--- src/rtl/threshold_masked_weighted_selector_core_macros.svh ---
// assertion macros for the threshold masked weighted selector
`ifndef THRESHOLD_MASKED_WEIGHTED_SELECTOR_CORE_MACROS_SVH
`define THRESHOLD_MASKED_WEIGHTED_SELECTOR_CORE_MACROS_SVH

// same-cycle implication, checked out of reset
`define TMWS_ASSERT_NOW(name, ante, cons) \
  name: assert property (@(posedge clk) disable iff (!rst_n) (ante) |-> (cons)) \
    else $error("tmws assertion failed");

// next-cycle implication, checked out of reset
`define TMWS_ASSERT_NEXT(name, ante, cons) \
  name: assert property (@(posedge clk) disable iff (!rst_n) (ante) |=> (cons)) \
    else $error("tmws assertion failed");

`endif

--- src/rtl/tmws_pkg.sv ---
// shared constants and types for the threshold masked weighted selector
package tmws_pkg;

  localparam int CHANNELS    = 16;
  localparam int WEIGHT_BITS = 16;
  localparam int ENERGY_BITS = 32;
  localparam int FRAC_BITS   = 16;
  localparam int CFG_W       = 5;
  localparam int IDX_W       = $clog2(CHANNELS);
  localparam int CNT_W       = $clog2(CHANNELS + 1);
  localparam int SUM_W       = WEIGHT_BITS + $clog2(CHANNELS);

  localparam logic OP_WRITE  = 1'b0;
  localparam logic OP_CHOOSE = 1'b1;

  // token that walks the row of cells
  typedef struct packed {
    logic             valid;
    logic [SUM_W-1:0] acc;
    logic             any;
    logic [IDX_W-1:0] first;
    logic             found;
    logic [IDX_W-1:0] pick;
  } tok_t;

  // values broadcast to every cell for the request in flight
  typedef struct packed {
    logic                   pass2;
    logic [CNT_W-1:0]       n;
    logic [ENERGY_BITS-1:0] energy;
    logic [SUM_W-1:0]       scaled;
  } bcast_t;

  // table write broadcast
  typedef struct packed {
    logic                   en;
    logic [IDX_W-1:0]       idx;
    logic [WEIGHT_BITS-1:0] weight;
    logic [ENERGY_BITS-1:0] threshold;
  } wr_t;

  typedef struct packed {
    logic idle;
    logic in_pass;
  } sts_t;

endpackage

--- src/rtl/tmws_cell.sv ---
// one channel cell: holds weight and threshold, updates the passing token
module tmws_cell (
  input  logic                   clk,
  input  logic                   rst_n,
  input  logic [tmws_pkg::IDX_W-1:0] my_idx,
  input  tmws_pkg::wr_t          wr,
  input  tmws_pkg::bcast_t       bc,
  input  tmws_pkg::tok_t         tok_in,
  output tmws_pkg::tok_t         tok_out
);
  import tmws_pkg::*;

  logic [WEIGHT_BITS-1:0] weight_r;
  logic [ENERGY_BITS-1:0] thresh_r;
  tok_t                   tok_r;
  tok_t                   tok_nxt;
  logic                   elig;
  logic [SUM_W-1:0]       hi;

  assign elig = (CNT_W'(my_idx) < bc.n) && (thresh_r < bc.energy);
  assign hi   = tok_in.acc + SUM_W'(weight_r);

  always_comb begin
    tok_nxt = tok_in;
    if (elig) begin
      if (!bc.pass2) begin
        // first pass: total of eligible weights
        if (!tok_in.any) begin
          tok_nxt.first = my_idx;
        end
        tok_nxt.any = 1'b1;
        tok_nxt.acc = hi;
      end else if (!tok_in.found) begin
        // second pass: half-open interval [acc, hi)
        if ((bc.scaled >= tok_in.acc) && (bc.scaled < hi)) begin
          tok_nxt.found = 1'b1;
          tok_nxt.pick  = my_idx;
        end
        tok_nxt.acc = hi;
      end
    end
  end

  always_ff @(posedge clk) begin
    if (!rst_n) begin
      weight_r    <= '0;
      thresh_r    <= '0;
      tok_r.valid <= 1'b0;
    end else begin
      if (wr.en && (wr.idx == my_idx)) begin
        weight_r <= wr.weight;
        thresh_r <= wr.threshold;
      end
      tok_r.valid <= tok_nxt.valid;
    end
    tok_r.acc   <= tok_nxt.acc;
    tok_r.any   <= tok_nxt.any;
    tok_r.first <= tok_nxt.first;
    tok_r.found <= tok_nxt.found;
    tok_r.pick  <= tok_nxt.pick;
  end

  assign tok_out = tok_r;

endmodule

--- src/rtl/tmws_ctrl.sv ---
// sequencer: request handshake, token injection, scaling and result register
module tmws_ctrl (
  input  logic                             clk,
  input  logic                             rst_n,
  input  logic                             cfg_we,
  input  logic [tmws_pkg::CFG_W-1:0]       cfg_wdata,
  input  logic                             in_valid,
  output logic                             in_stall,
  input  logic                             in_op,
  input  logic [tmws_pkg::IDX_W-1:0]       in_channel_index,
  input  logic [tmws_pkg::WEIGHT_BITS-1:0] in_weight,
  input  logic [tmws_pkg::ENERGY_BITS-1:0] in_threshold,
  input  logic [tmws_pkg::ENERGY_BITS-1:0] in_energy,
  input  logic [tmws_pkg::FRAC_BITS-1:0]   in_random_fraction,
  output logic                             out_valid,
  input  logic                             out_stall,
  output logic [tmws_pkg::IDX_W-1:0]       out_chosen_channel,
  output logic                             out_no_channel,
  output tmws_pkg::tok_t                   tok_head,
  input  tmws_pkg::tok_t                   tok_tail,
  output tmws_pkg::bcast_t                 bc,
  output tmws_pkg::wr_t                    wr,
  output tmws_pkg::sts_t                   sts
);
  import tmws_pkg::*;

  typedef enum logic [4:0] {
    ST_IDLE  = 5'b00001,
    ST_PASS1 = 5'b00010,
    ST_SCALE = 5'b00100,
    ST_PASS2 = 5'b01000,
    ST_DONE  = 5'b10000
  } state_t;

  state_t                 state_r, state_nxt;
  logic [CFG_W-1:0]       cnt_r;
  logic [CNT_W-1:0]       n_r, n_nxt, n_eff;
  logic [ENERGY_BITS-1:0] energy_r, energy_nxt;
  logic [FRAC_BITS-1:0]   frac_r, frac_nxt;
  logic [SUM_W-1:0]       total_r, total_nxt;
  logic [SUM_W-1:0]       scaled_r, scaled_nxt;
  logic [IDX_W-1:0]       first_r, first_nxt;
  logic [IDX_W-1:0]       last_r, last_nxt;
  logic [IDX_W-1:0]       res_chan_r, res_chan_nxt;
  logic                   res_none_r, res_none_nxt;
  logic                   inj_r, inj_nxt;
  logic                   out_valid_r, out_valid_nxt;
  logic [IDX_W-1:0]       out_chan_r, out_chan_nxt;
  logic                   out_none_r, out_none_nxt;
  logic [SUM_W+FRAC_BITS-1:0] prod;
  logic [IDX_W-1:0]       pick2;

  // a count of zero acts as one, above the table size as the table size
  always_comb begin
    if (cnt_r == '0) begin
      n_eff = CNT_W'(1);
    end else if (CNT_W'(cnt_r) > CNT_W'(CHANNELS)) begin
      n_eff = CNT_W'(CHANNELS);
    end else begin
      n_eff = CNT_W'(cnt_r);
    end
  end

  assign prod  = {{FRAC_BITS{1'b0}}, total_r} * {{SUM_W{1'b0}}, frac_r};
  assign pick2 = tok_tail.found ? tok_tail.pick : first_r;

  assign in_stall = (state_r != ST_IDLE);

  assign wr.en        = in_valid && (state_r == ST_IDLE) && (in_op == OP_WRITE);
  assign wr.idx       = in_channel_index;
  assign wr.weight    = in_weight;
  assign wr.threshold = in_threshold;

  assign bc.pass2  = (state_r == ST_PASS2);
  assign bc.n      = n_r;
  assign bc.energy = energy_r;
  assign bc.scaled = scaled_r;

  assign tok_head.valid = inj_r;
  assign tok_head.acc   = '0;
  assign tok_head.any   = 1'b0;
  assign tok_head.first = '0;
  assign tok_head.found = 1'b0;
  assign tok_head.pick  = '0;

  assign sts.idle    = (state_r == ST_IDLE);
  assign sts.in_pass = (state_r == ST_PASS1) || (state_r == ST_PASS2);

  assign out_valid          = out_valid_r;
  assign out_chosen_channel = out_chan_r;
  assign out_no_channel     = out_none_r;

  always_comb begin
    state_nxt     = state_r;
    n_nxt         = n_r;
    energy_nxt    = energy_r;
    frac_nxt      = frac_r;
    total_nxt     = total_r;
    scaled_nxt    = scaled_r;
    first_nxt     = first_r;
    last_nxt      = last_r;
    res_chan_nxt  = res_chan_r;
    res_none_nxt  = res_none_r;
    inj_nxt       = 1'b0;
    out_valid_nxt = out_valid_r;
    out_chan_nxt  = out_chan_r;
    out_none_nxt  = out_none_r;

    if (out_valid_r && !out_stall) begin
      out_valid_nxt = 1'b0;
    end

    unique case (state_r)
      ST_IDLE: begin
        if (in_valid && (in_op == OP_CHOOSE)) begin
          energy_nxt = in_energy;
          frac_nxt   = in_random_fraction;
          n_nxt      = n_eff;
          if (n_eff == CNT_W'(1)) begin
            // single channel: repeat the last choice, no threshold check
            res_chan_nxt = last_r;
            res_none_nxt = 1'b0;
            state_nxt    = ST_DONE;
          end else begin
            inj_nxt   = 1'b1;
            state_nxt = ST_PASS1;
          end
        end
      end
      ST_PASS1: begin
        if (tok_tail.valid) begin
          if (!tok_tail.any) begin
            res_chan_nxt = last_r;
            res_none_nxt = 1'b1;
            state_nxt    = ST_DONE;
          end else if (tok_tail.acc == '0) begin
            // eligible but weightless: lowest eligible index wins
            res_chan_nxt = tok_tail.first;
            res_none_nxt = 1'b0;
            last_nxt     = tok_tail.first;
            state_nxt    = ST_DONE;
          end else begin
            total_nxt = tok_tail.acc;
            first_nxt = tok_tail.first;
            state_nxt = ST_SCALE;
          end
        end
      end
      ST_SCALE: begin
        scaled_nxt = prod[SUM_W+FRAC_BITS-1:FRAC_BITS];
        inj_nxt    = 1'b1;
        state_nxt  = ST_PASS2;
      end
      ST_PASS2: begin
        if (tok_tail.valid) begin
          res_chan_nxt = pick2;
          res_none_nxt = 1'b0;
          last_nxt     = pick2;
          state_nxt    = ST_DONE;
        end
      end
      ST_DONE: begin
        if (!out_valid_r || !out_stall) begin
          out_valid_nxt = 1'b1;
          out_chan_nxt  = res_chan_r;
          out_none_nxt  = res_none_r;
          state_nxt     = ST_IDLE;
        end
      end
      default: begin
        state_nxt = ST_IDLE;
      end
    endcase
  end

  always_ff @(posedge clk) begin
    if (!rst_n) begin
      state_r     <= ST_IDLE;
      cnt_r       <= CFG_W'(1);
      last_r      <= '0;
      inj_r       <= 1'b0;
      out_valid_r <= 1'b0;
    end else begin
      state_r     <= state_nxt;
      if (cfg_we) begin
        cnt_r <= cfg_wdata;
      end
      last_r      <= last_nxt;
      inj_r       <= inj_nxt;
      out_valid_r <= out_valid_nxt;
    end
  end

  always_ff @(posedge clk) begin
    n_r        <= n_nxt;
    energy_r   <= energy_nxt;
    frac_r     <= frac_nxt;
    total_r    <= total_nxt;
    scaled_r   <= scaled_nxt;
    first_r    <= first_nxt;
    res_chan_r <= res_chan_nxt;
    res_none_r <= res_none_nxt;
    out_chan_r <= out_chan_nxt;
    out_none_r <= out_none_nxt;
  end

endmodule

--- src/rtl/threshold_masked_weighted_selector_core.sv ---
// top level: row of channel cells driven by the sequencer
//
//  channel  handshake           payload
//  in       in_valid/in_stall   in_op, in_channel_index, in_weight, in_threshold,
//                               in_energy, in_random_fraction
//  out      out_valid/out_stall out_chosen_channel, out_no_channel
//  cfg      cfg_we              cfg_wdata (channels in use)
//
// a write request is taken while idle and gives no result
// a choose request makes two token walks through the row of sixteen cells,
// with a multiply state between them, then loads the result register
// single channel in use, or nothing eligible, ends after the first walk or at once
// reset clears the tables, the last choice and sets channels in use to one
// a stalled result waits in the output register while the next request runs
`include "threshold_masked_weighted_selector_core_macros.svh"

module threshold_masked_weighted_selector_core (
  input  logic                             clk,
  input  logic                             rst_n,
  input  logic                             cfg_we,
  input  logic [tmws_pkg::CFG_W-1:0]       cfg_wdata,
  input  logic                             in_valid,
  output logic                             in_stall,
  input  logic                             in_op,
  input  logic [tmws_pkg::IDX_W-1:0]       in_channel_index,
  input  logic [tmws_pkg::WEIGHT_BITS-1:0] in_weight,
  input  logic [tmws_pkg::ENERGY_BITS-1:0] in_threshold,
  input  logic [tmws_pkg::ENERGY_BITS-1:0] in_energy,
  input  logic [tmws_pkg::FRAC_BITS-1:0]   in_random_fraction,
  output logic                             out_valid,
  input  logic                             out_stall,
  output logic [tmws_pkg::IDX_W-1:0]       out_chosen_channel,
  output logic                             out_no_channel
);
  import tmws_pkg::*;

  tok_t                tok [0:CHANNELS];
  logic [CHANNELS-1:0] tok_valid_vec;
  bcast_t              bc;
  wr_t                 wr;
  sts_t                sts;

  tmws_ctrl u_ctrl (
    .clk                (clk),
    .rst_n              (rst_n),
    .cfg_we             (cfg_we),
    .cfg_wdata          (cfg_wdata),
    .in_valid           (in_valid),
    .in_stall           (in_stall),
    .in_op              (in_op),
    .in_channel_index   (in_channel_index),
    .in_weight          (in_weight),
    .in_threshold       (in_threshold),
    .in_energy          (in_energy),
    .in_random_fraction (in_random_fraction),
    .out_valid          (out_valid),
    .out_stall          (out_stall),
    .out_chosen_channel (out_chosen_channel),
    .out_no_channel     (out_no_channel),
    .tok_head           (tok[0]),
    .tok_tail           (tok[CHANNELS]),
    .bc                 (bc),
    .wr                 (wr),
    .sts                (sts)
  );

  for (genvar g = 0; g < CHANNELS; g++) begin : g_cell
    tmws_cell u_cell (
      .clk     (clk),
      .rst_n   (rst_n),
      .my_idx  (IDX_W'(g)),
      .wr      (wr),
      .bc      (bc),
      .tok_in  (tok[g]),
      .tok_out (tok[g+1])
    );
    assign tok_valid_vec[g] = tok[g+1].valid;
  end

  // only one request is ever walking the row
  `TMWS_ASSERT_NOW(a_single_token, 1'b1, $countones(tok_valid_vec) <= 1)
  // the token leaves the row only while the sequencer waits for it
  `TMWS_ASSERT_NOW(a_tail_in_pass, tok[CHANNELS].valid, sts.in_pass)
  // a table write never occupies the sequencer
  `TMWS_ASSERT_NEXT(a_write_one_cycle, in_valid && !in_stall && (in_op == OP_WRITE), sts.idle)

endmodule
--- config.mk ---
export PLATFORM = sky130hd
export DESIGN_NAME = threshold_masked_weighted_selector_core
export DESIGN_NICKNAME = d
export VERILOG_FILES = /design/src/rtl/tmws_pkg.sv /design/src/rtl/tmws_cell.sv /design/src/rtl/tmws_ctrl.sv /design/src/rtl/threshold_masked_weighted_selector_core.sv
export VERILOG_INCLUDE_DIRS = /design/src /design/src/rtl
export SDC_FILE = /design/constraint.sdc
export NUM_CORES = 2
export LEC_CHECK = 0
export ABC_AREA = 1
export BUFFER_PORTS_ARGS = -buffer_cell sky130_fd_sc_hd__buf_2
export CAP_MARGIN = 30
export CORE_MARGIN = 3
export CORE_UTILIZATION = 59
export CTS_CLUSTER_SIZE = 8
export DETAILED_ROUTE_END_ITERATION = 8
export MAX_ROUTING_LAYER = met4
export PLACE_DENSITY = 0.75
export SKIP_LAST_GASP = 1
export SYNTH_ARGS = -nofsm -noshare
export SYNTH_HDL_FRONTEND = slang
export SYNTH_SLANG_ARGS = --single-unit
--- constraint.sdc ---
create_clock -name clk -period 6.1 [get_ports clk]
set_input_delay 0.61 -clock clk [delete_from_list [all_inputs] [get_ports clk]]
set_output_delay 0.61 -clock clk [all_outputs]
set_load 0.02 [all_outputs]
==> reports/metrics.csv <==
metric,value,unit
netlist_area,95900,sq um
clkPwrFrac,0.336,
dp_hpwl,247,mm
critPathLaunch,u_ctrl.frac_r[6],
synth_flop_cell,dfxtp_1,
final_hold_viol_count,0,
setup_viol,0,
yosysTopAreaCellShare,0.259,
die_area,167000,sq um
grt_first_pass_wirelength,502,mm
fin_skew,0.0711,ns
first_pass_iters,6,
status,"finished, final reports clean",
leakage,50.7,nW
fin_crit,5.81,ns
root_buffer,clkbuf_16,
utilization,0.654,
required,6.68,ns
drt_iter0_markers,8580,
drive_gt1_frac,0.0478,
syn_nets,14800,
share_comb_of_total_power,0.328,
seq_area_frac_synth,0.292,
max_slew_margin,0.267,
remaining_drc_errors,0,
switching_power,10.9,mW
cp_max_fo,20,
rsz0062_at_grt,yes,
p_int,18.7,mW
cts_sinks,1347,
cts.clk_slew.worst_paths,0.05,ns
synth_area_leader_cell,dfxtp_1,
overflow,0,
drv_slew,0,
startpoint_type,flop,
vias_per_cell,5.86,
p_per_area,281,nW/um^2
worst_pin_slew,1.10,ns
seqPwrFrac,0.336,
cts_tree,built,
syn_to_final_growth,9.87,%
drt-total-wl,330,mm
min-delay-start,out_stall,
critPathArrivalTime,6.39,ns
port_buffers,117,
dp_slack,0.0858,ns
grt_use_total,0.398,
antenna_found_initial,19,
rr_startpoint,u_ctrl.frac_r[6],
criticalPathCategory,reg2reg,
routabilityCongestion,1.00,
clkLatencyLatePin,0.88,ns
min_path_type,in2reg,
setup_slack,0.285,ns
yosys_warnings,0,
rows,147,
ys_ff_latch,1347,
htreeDepth,4,
power.total,29.7,mW
fmax,172,MHz
grt_pass1_vias,86700,
cts_inserted_buffers,190,
core-area,161000,sq um
clockBufferDepth,3,
worst_ir_drop_vdd,0.420,mV
synthDistinctLibCells,46,
die_x,409,microns
io_pins,118,
start_util,0.595,
vias,89800,
grt_max_degree,198,
synth_async_sr_flop_share,0,
p_sw_frac,0.368,
fill_cells,14200,
die_y,409,microns
syn_avg_cell_area,7.39,sq um
wl_per_cell,21.6,microns
drt.antenna.violating_nets,0,
syn-instance-count,13000,
nNetsFinal,14900,
min_period_over_period,0.953,
maxCapViolCount,0,
cp-end-kind,flop,
synth_edf_count,107,
synth.area.top_cells,"dfxtp_1 (26%), ha_1 (19%), nand2_1 (12%), inv_1 (6.6%), a21oi_1 (6.1%)",
-- worst paths after layout --
path                                                      to  slack (ns)  cells after the start
worst max register to register           u_ctrl.scaled_r[11]        0.29                     23
worst max-delay path                     u_ctrl.scaled_r[11]        0.29                     23
worst min register to register  g_cell[10].u_cell.tok_out[8]        0.40                      2
worst min-delay path                        u_ctrl.out_valid        0.07                      3
-- registers in the layout, summed over array words and instances, names as in the netlist, 4 cells and up --
register,flops
u_ctrl.n_r,5
u_ctrl.res_chan_r,4
g_cell.u_cell.tok_out,456
u_ctrl.energy_r,32
u_ctrl.cnt_r,5
u_ctrl.state_r,5
g_cell.u_cell.weight_r,256
g_cell.u_cell.thresh_r,512
u_ctrl.scaled_r,20
u_ctrl.last_r,4
u_ctrl.frac_r,16
u_ctrl.out_chosen_channel,4
u_ctrl.first_r,4
u_ctrl.total_r,20
-- per-stage QoR --
stage	cell area (sq um)	hold WS (ns)	cells	setup TNS, ns
2_1_floorplan	95900	0.387	13000	0
3_3_place_gp	99000	0.392	15000	0
3_5_place_dp	99200	0.397	15000	0
4_1_cts	105000	0.00947	15300	0
5_1_grt	105000	0.0464	15300	-0.0202
6_report	105000	0.0683	15300	0
-- cells by family (layout without fill, tap and decap cells) --
logic type	Yosys count	after routing	share of synthesized area
XOR/XNOR	187	187	0.0171
buffers and inverters	2164	2331	0.0871
AND/OR/NAND/NOR	5158	5158	0.220
flip-flops	1347	1347	0.292
adder cells (fa/ha/maj)	1689	1689	0.241
AO/OA/AOI/OAI	2434	2434	0.142
other	0	9	0
multiplexers	4	4	0.000470
-- Yosys cell counts (90+ instances only) --
| library cell | number |
|---|---|
| clkbuf_1 | 313 |
| xor2_1 | 108 |
| nor2_1 | 969 |
| buf_2 | 142 |
| dfxtp_1 | 1240 |
| a21oi_1 | 1161 |
| nand3_1 | 614 |
| nor3_1 | 90 |
| o21ai_0 | 679 |
| ha_1 | 1425 |
| inv_1 | 1680 |
| fa_1 | 264 |
| nand2_1 | 3189 |
| nand4_1 | 137 |
| edfxtp_1 | 107 |
| a211oi_1 | 395 |
-- what timing repair did --
item	4_1_cts	5_1_grt
setup endpoints to repair	0	19
setup buffers	0	15
hold buffers	50	0
hold endpoints to repair	49	0
resized for setup	0	16
-- worst max-delay path: stages (launching register included) --
cell and delay, ns:
edfxtp_1 0.42, buf_12 0.18, nand2_1 0.08, inv_1 0.05, fa_1 0.53, inv_1 0.05, fa_1 0.50, fa_1 0.52
inv_1 0.05, fa_1 0.46, fa_1 0.55, inv_1 0.05, fa_1 0.54, inv_1 0.04, ha_1 0.33, nand2_1 0.14
nor4_1 0.30, nand2_1 0.10, nand2_2 0.16, nand2_1 0.07, nand2_1 0.19, nand2_1 0.10, nand3_1 0.08, nand2_1 0.05
-- metal layers --
metal | share of wire | GRT usage
met3 | 0.082 | 0.0621
met1 | 0.41 | 0.502
met2 | 0.44 | 0.617
met5 | 0 | -
met4 | 0.061 | 0.207
-- power groups by stage --
| stage | registers, mW | clock network, mW | logic, mW |
|---|---|---|---|
| finish | 9.95 | 9.97 | 9.74 |
| detailed placement | 10.1 | 0 | 9.29 |
| floorplan | 9.87 | 0 | 6.35 |
| CTS | 9.95 | 10.1 | 9.42 |
| global route | 9.96 | 10.4 | 10.9 |
| global placement | 10.1 | 0 | 9.17 |
-- cells in the final DEF, fill, tap and decap left out, drive strengths merged, types with 34 or more instances in the layout --
cell and n:
o21ai 679, edfxtp 107, inv 1686, dlygate4sd3 50
xnor2 79, nor3 93, nor2 980, a21o 64
ha 1425, a21oi 1162, xor2 108, buf 336
o21bai 54, nand2 3190, nand4 137, a211oi 395
nand3b 40, nand3 616, fa 264, dfxtp 1240
nor4 34, clkbuf 241
-- final cells by class --
class | count | area, sq um | area share
Antenna cell | 9 | 22.5 | 0.000214
Clock buffer | 241 | 5080 | 0.0482
Clock inverter | 15 | 368 | 0.00349
Inverter | 1689 | 6350 | 0.0602
Multi-Input combinational cell | 9472 | 59700 | 0.566
Sequential cell | 1347 | 28000 | 0.266
Tap cell | 2160 | 2700 | 0.0256
Timing Repair Buffer | 386 | 3150 | 0.0298
No activity file was read; power rests on OpenSTA's default activity.
